`src/hdl/pcxrle_pkg.sv`:
```
// Shared types and constants for the PCX run-length scanline decoder.
// Used by pcxrle_ctrl, pcxrle_dp and pcx_rle_scanline_decoder_unit.
package pcxrle_pkg;

  localparam int CFG_W       = 13;
  localparam int CFG_IDX_W   = 3;
  localparam int OP_W        = 2;
  localparam int IN_DATA_W   = 40;
  localparam int OUT_DATA_W  = 64;
  localparam int ROW_W       = 12;
  localparam int COL_W       = 12;
  localparam int PLANE_W     = 2;
  localparam int PLANE_CNT_W = 3;
  localparam int BYTE_W      = 8;
  localparam int RGB_W       = 24;
  localparam int COUNT_W     = 6;

  localparam logic [OP_W-1:0] OP_PAL_WRITE = 2'd0;
  localparam logic [OP_W-1:0] OP_DATA      = 2'd1;
  localparam logic [OP_W-1:0] OP_NEW_IMAGE = 2'd2;

  localparam logic [CFG_IDX_W-1:0] REG_LINE_BYTES     = 3'd0;
  localparam logic [CFG_IDX_W-1:0] REG_IMAGE_WIDTH    = 3'd1;
  localparam logic [CFG_IDX_W-1:0] REG_IMAGE_HEIGHT   = 3'd2;
  localparam logic [CFG_IDX_W-1:0] REG_PLANE_COUNT    = 3'd3;
  localparam logic [CFG_IDX_W-1:0] REG_PALETTE_EXPAND = 3'd4;

  localparam logic [1:0]             RUN_MARK   = 2'b11;
  localparam logic [PLANE_CNT_W-1:0] PLANE_MAX  = 3'd4;

  typedef struct packed {
    logic [BYTE_W-1:0] data_byte;
    logic [RGB_W-1:0]  palette_colour;
    logic [BYTE_W-1:0] palette_index;
  } in_data_t;

  typedef struct packed {
    logic [5:0]         pad;
    logic [BYTE_W-1:0]  blue;
    logic [BYTE_W-1:0]  green;
    logic [BYTE_W-1:0]  red;
    logic [BYTE_W-1:0]  pixel_value;
    logic [PLANE_W-1:0] plane;
    logic [COL_W-1:0]   column;
    logic [ROW_W-1:0]   row;
  } out_data_t;

  typedef struct packed {
    logic accept;
    logic step;
    logic flush;
  } pcxrle_cmd_t;

  typedef struct packed {
    logic starts_run;
    logic step_ok;
    logic run_end;
    logic flush_ok;
  } pcxrle_sts_t;

endpackage

```
`src/hdl/pcxrle_ctrl.sv`:
```
// Sequencer of the PCX run-length decoder: accept, palette lookup, byte run, flush.
// Depends on pcxrle_pkg; drives pcxrle_dp through command and status structs.
module pcxrle_ctrl (
  input  logic                     clk_i,
  input  logic                     rst_ni,
  input  logic                     s_valid_i,
  output logic                     s_ready_o,
  input  pcxrle_pkg::pcxrle_sts_t  sts_i,
  output pcxrle_pkg::pcxrle_cmd_t  cmd_o
);
  import pcxrle_pkg::*;

  typedef enum logic [3:0] {
    ST_IDLE   = 4'b0001,
    ST_LOOKUP = 4'b0010,
    ST_RUN    = 4'b0100,
    ST_FLUSH  = 4'b1000
  } ctrl_state_e;

  ctrl_state_e state_q, state_d;

  always_comb begin
    state_d   = state_q;
    cmd_o     = '0;
    s_ready_o = 1'b0;
    case (state_q)
      ST_IDLE: begin
        s_ready_o = 1'b1;
        if (s_valid_i) begin
          cmd_o.accept = 1'b1;
          if (sts_i.starts_run) state_d = ST_LOOKUP;
        end
      end
      ST_LOOKUP: begin
        state_d = ST_RUN;
      end
      ST_RUN: begin
        if (sts_i.step_ok) begin
          cmd_o.step = 1'b1;
          if (sts_i.run_end) state_d = ST_FLUSH;
        end
      end
      ST_FLUSH: begin
        cmd_o.flush = 1'b1;
        if (sts_i.flush_ok) state_d = ST_IDLE;
      end
      default: begin
        state_d = ST_IDLE;
      end
    endcase
  end

  always_ff @(posedge clk_i or negedge rst_ni) begin
    if (!rst_ni) begin
      state_q <= ST_IDLE;
    end else begin
      state_q <= state_d;
    end
  end

endmodule

```
`config.mk`:
```
export PLATFORM = sky130hd
export DESIGN_NAME = pcxrle_ctrl
export DESIGN_NICKNAME = d
export VERILOG_FILES = /design/src/hdl/pcxrle_pkg.sv /design/src/hdl/pcxrle_ctrl.sv
export SDC_FILE = /design/constraint.sdc
export NUM_CORES = 1
export LEC_CHECK = 0
export CAP_MARGIN = 25
export CORE_AREA = 4 4 41 43
export DETAILED_ROUTE_END_ITERATION = 6
export DIE_AREA = 0 0 45 47
export DONT_BUFFER_PORTS = 1
export PLACE_DENSITY = 0.3
export SLEW_MARGIN = 20
export SYNTH_ARGS = -nofsm -noshare
export SYNTH_HDL_FRONTEND = slang
export SYNTH_SLANG_ARGS = --single-unit
```
`constraint.sdc`:
```
create_clock -name clk_i -period 1.59 [get_ports clk_i]
set_input_delay 0.477 -clock clk_i [delete_from_list [all_inputs] [get_ports clk_i]]
set_output_delay 0.477 -clock clk_i [all_outputs]
set_load 0.02 [all_outputs]
```
==> results.tsv <==
metric	value	unit
status	finished with violations	
failed_checks	negative setup slack	
synth_top_area_share	33.5	%
ys_warn_count	0	
vias	237	
hold_slack	0.0869	ns
antenna_found_initial	0	
power_density	839	nW/µm²
syn-instance-count	22	
critPathMaxFanout	3	
drt_iter0_drc	5	
cp_slowest_cell	dfrtp_1	
synth-seq-cells	4	
endpoint_kind	output pin	
yosysSeqAreaShare	45.3	%
worst_slack	-0.126	ns
die_area	2120	µm²
regArea	103	µm²
clock.fmax	0.583	GHz
path_class	flop to output pin	
hold_class	input port to async pin	
cp_cell_sequence	buf_6 -> nor4b_4 -> and2_4	
drc	0	
start_util	17.2	%
track_usage	9.20	%
ant_nets	0	
layout_commonest_cell	buf_4	
die_w	45	µm
synth_largest_area_cell	dfrtp_1	
grt_remaining_overflow	0	
report.final.slew_viol_count	0	
cts.sinks	4	
crit_path_max_incr_delay	0.40	ns
cts_made_buffers	3	
synth_area	224	µm²
skew	0.00454	ns
diodes	0	
arrival	1.24	ns
reg_top3	state_q (4)	
slew_headroom	84.0	%
drt_wl_total	719	µm
viasPerCell	4.56	
fp-row-count	13	
worstPathRequired	1.11	ns
synthMuxAreaShare	0	%
clockRootBuffer	clkbuf_4	
clk_pin_slew_worst_paths	0.04	ns
io_pins	11	
coreArea	1300	µm²
utilization	30.5	%
tightest_slew	0.238	ns
ys_types	18	
cp-start-kind	flop	
drt-pass1-iter-count	3	
drv_cap	0	
post_dp_cell_area	310	µm²
critical-path-top-delay-family	simple AND/OR/NAND/NOR gates	
synth_fa_ha_area_share	0	%
synth_nets	29	
die_y	47	µm
htreeDepth	1	
port-buffer-count	0	
final_cell_mix	buf_4 (8), clkbuf_4 (3)	
drive_above_1_share	56.8	%
synth_compound_area_share	14.0	%
fin_setup_tns	-0.402	ns
nets	45	
synthXorXnorAreaFrac	0	%
finalSetupViolations	4	
gp_congestion	0.659	
rrSetupSlack	0.18	ns
place_hpwl	490	µm
finalInstanceArea	397	µm²
p_leak	0.000177	µW
syn2layout_area_growth	77.1	%
rsz0062_at_grt	yes	
synthTopCellsByArea	dfrtp_1 (34%), dfstp_2 (12%), nor4b_2 (6.7%)	
grt_first_pass_wirelength	1210	µm
top_register	state_q	
cts_buffer_depth	2	
hold_violations	0	
p_total	333	µW
multi_input_area	153	µm²
clk_latency	0.24	ns
cts_tree	done	
period_needed	1.72	ns
grt_max_degree	8	
nFillCells	147	
largest_reg_flops	4	
yosys.area_share.simple	39.1	%
max-vdd-ir-drop	0.307	mV
synth_top_family_by_area	simple AND/OR/NAND/NOR gates	
min_period_over_period	108	%
crit_buf_inv	1	
avgSynthCellArea	10.2	µm²
drt-wirelength-per-cell	13.8	µm
grt_pass1_vias	274	
[report_power, final]
group          switching, µW  internal, µW  leakage (µW)  total [µW]
logic                   38.7          40.3      0.000113        79.0
registers               5.70           110     0.0000500         116
clock network           43.8          94.3     0.0000150         138
total                   88.2           245      0.000177         333
[final timing paths]
kind / from / endpoint / cells after the start
worst max-delay path: state_q[2]$_DFFE_PN0P_ / cmd_o[2] / 3
worst min-delay path: rst_ni / state_q[0]$_DFFE_PN1P_ / 0
worst max register to register: state_q[2]$_DFFE_PN0P_ / state_q[0]$_DFFE_PN1P_ / 5
worst min register to register: state_q[3]$_DFFE_PN0P_ / state_q[2]$_DFFE_PN0P_ / 2
max in group asynchronous: rst_ni / state_q[3]$_DFFE_PN0P_ / 1
min in group clk_i: s_valid_i / state_q[1]$_DFFE_PN0P_ / 1
[Yosys cell counts]
| cell | instances |
|---|---|
| a211oi_1 | 1 |
| and2_1 | 1 |
| nor4b_1 | 1 |
| a31oi_2 | 1 |
| nor3b_1 | 1 |
| or3_1 | 1 |
| a31oi_1 | 1 |
| nand3b_1 | 1 |
| nor2b_1 | 1 |
| dfrtp_1 | 3 |
| and3_1 | 1 |
| inv_1 | 1 |
| nand2_1 | 2 |
| nand2b_1 | 1 |
| nor3_1 | 2 |
| nor4b_2 | 1 |
| o21ai_0 | 1 |
| dfstp_2 | 1 |
[kinds of logic (layout without fill, tap and decap cells)]
kind of cell,count (synthesis),in the layout
and+or+nand+nor,13,13
DFF,4,4
buffers and inverters,1,16
AOI/OAI and AO/OA,4,4
[metrics by stage]
stage,cells,setup WS (ns)
after floorplan,22,-0.105
after global placement,44,0.104
after detailed placement,44,0.0940
after CTS,51,-0.122
after global routing,52,-0.199
final,52,-0.126
[per-layer routing]
metal	vias to the layer above	track usage [%]	part of all wire (%)
met3	4	3.07	6.0
met1	111	7.82	35
li1	113	-	-
met2	9	15.0	53
met5	-	0	0
met4	0	12.3	5.8
[what timing repair did]
action                                  4_1_cts  5_1_grt
pin swaps                                     1        0
resized for setup                             6        2
hold buffers                                  1        0
setup buffers                                 2        1
endpoints found under the hold margin         3        0
endpoints found under the setup margin        4        4
[cell type report]
cell class	instances	area share (%)
Clock buffer	4	6.62
Timing Repair Buffer	11	23.3
Sequential cell	4	25.9
Inverter	1	0.946
Tap cell	15	4.73
Multi-Input combinational cell	17	38.5
No activity file was read; power rests on OpenSTA's default activity.
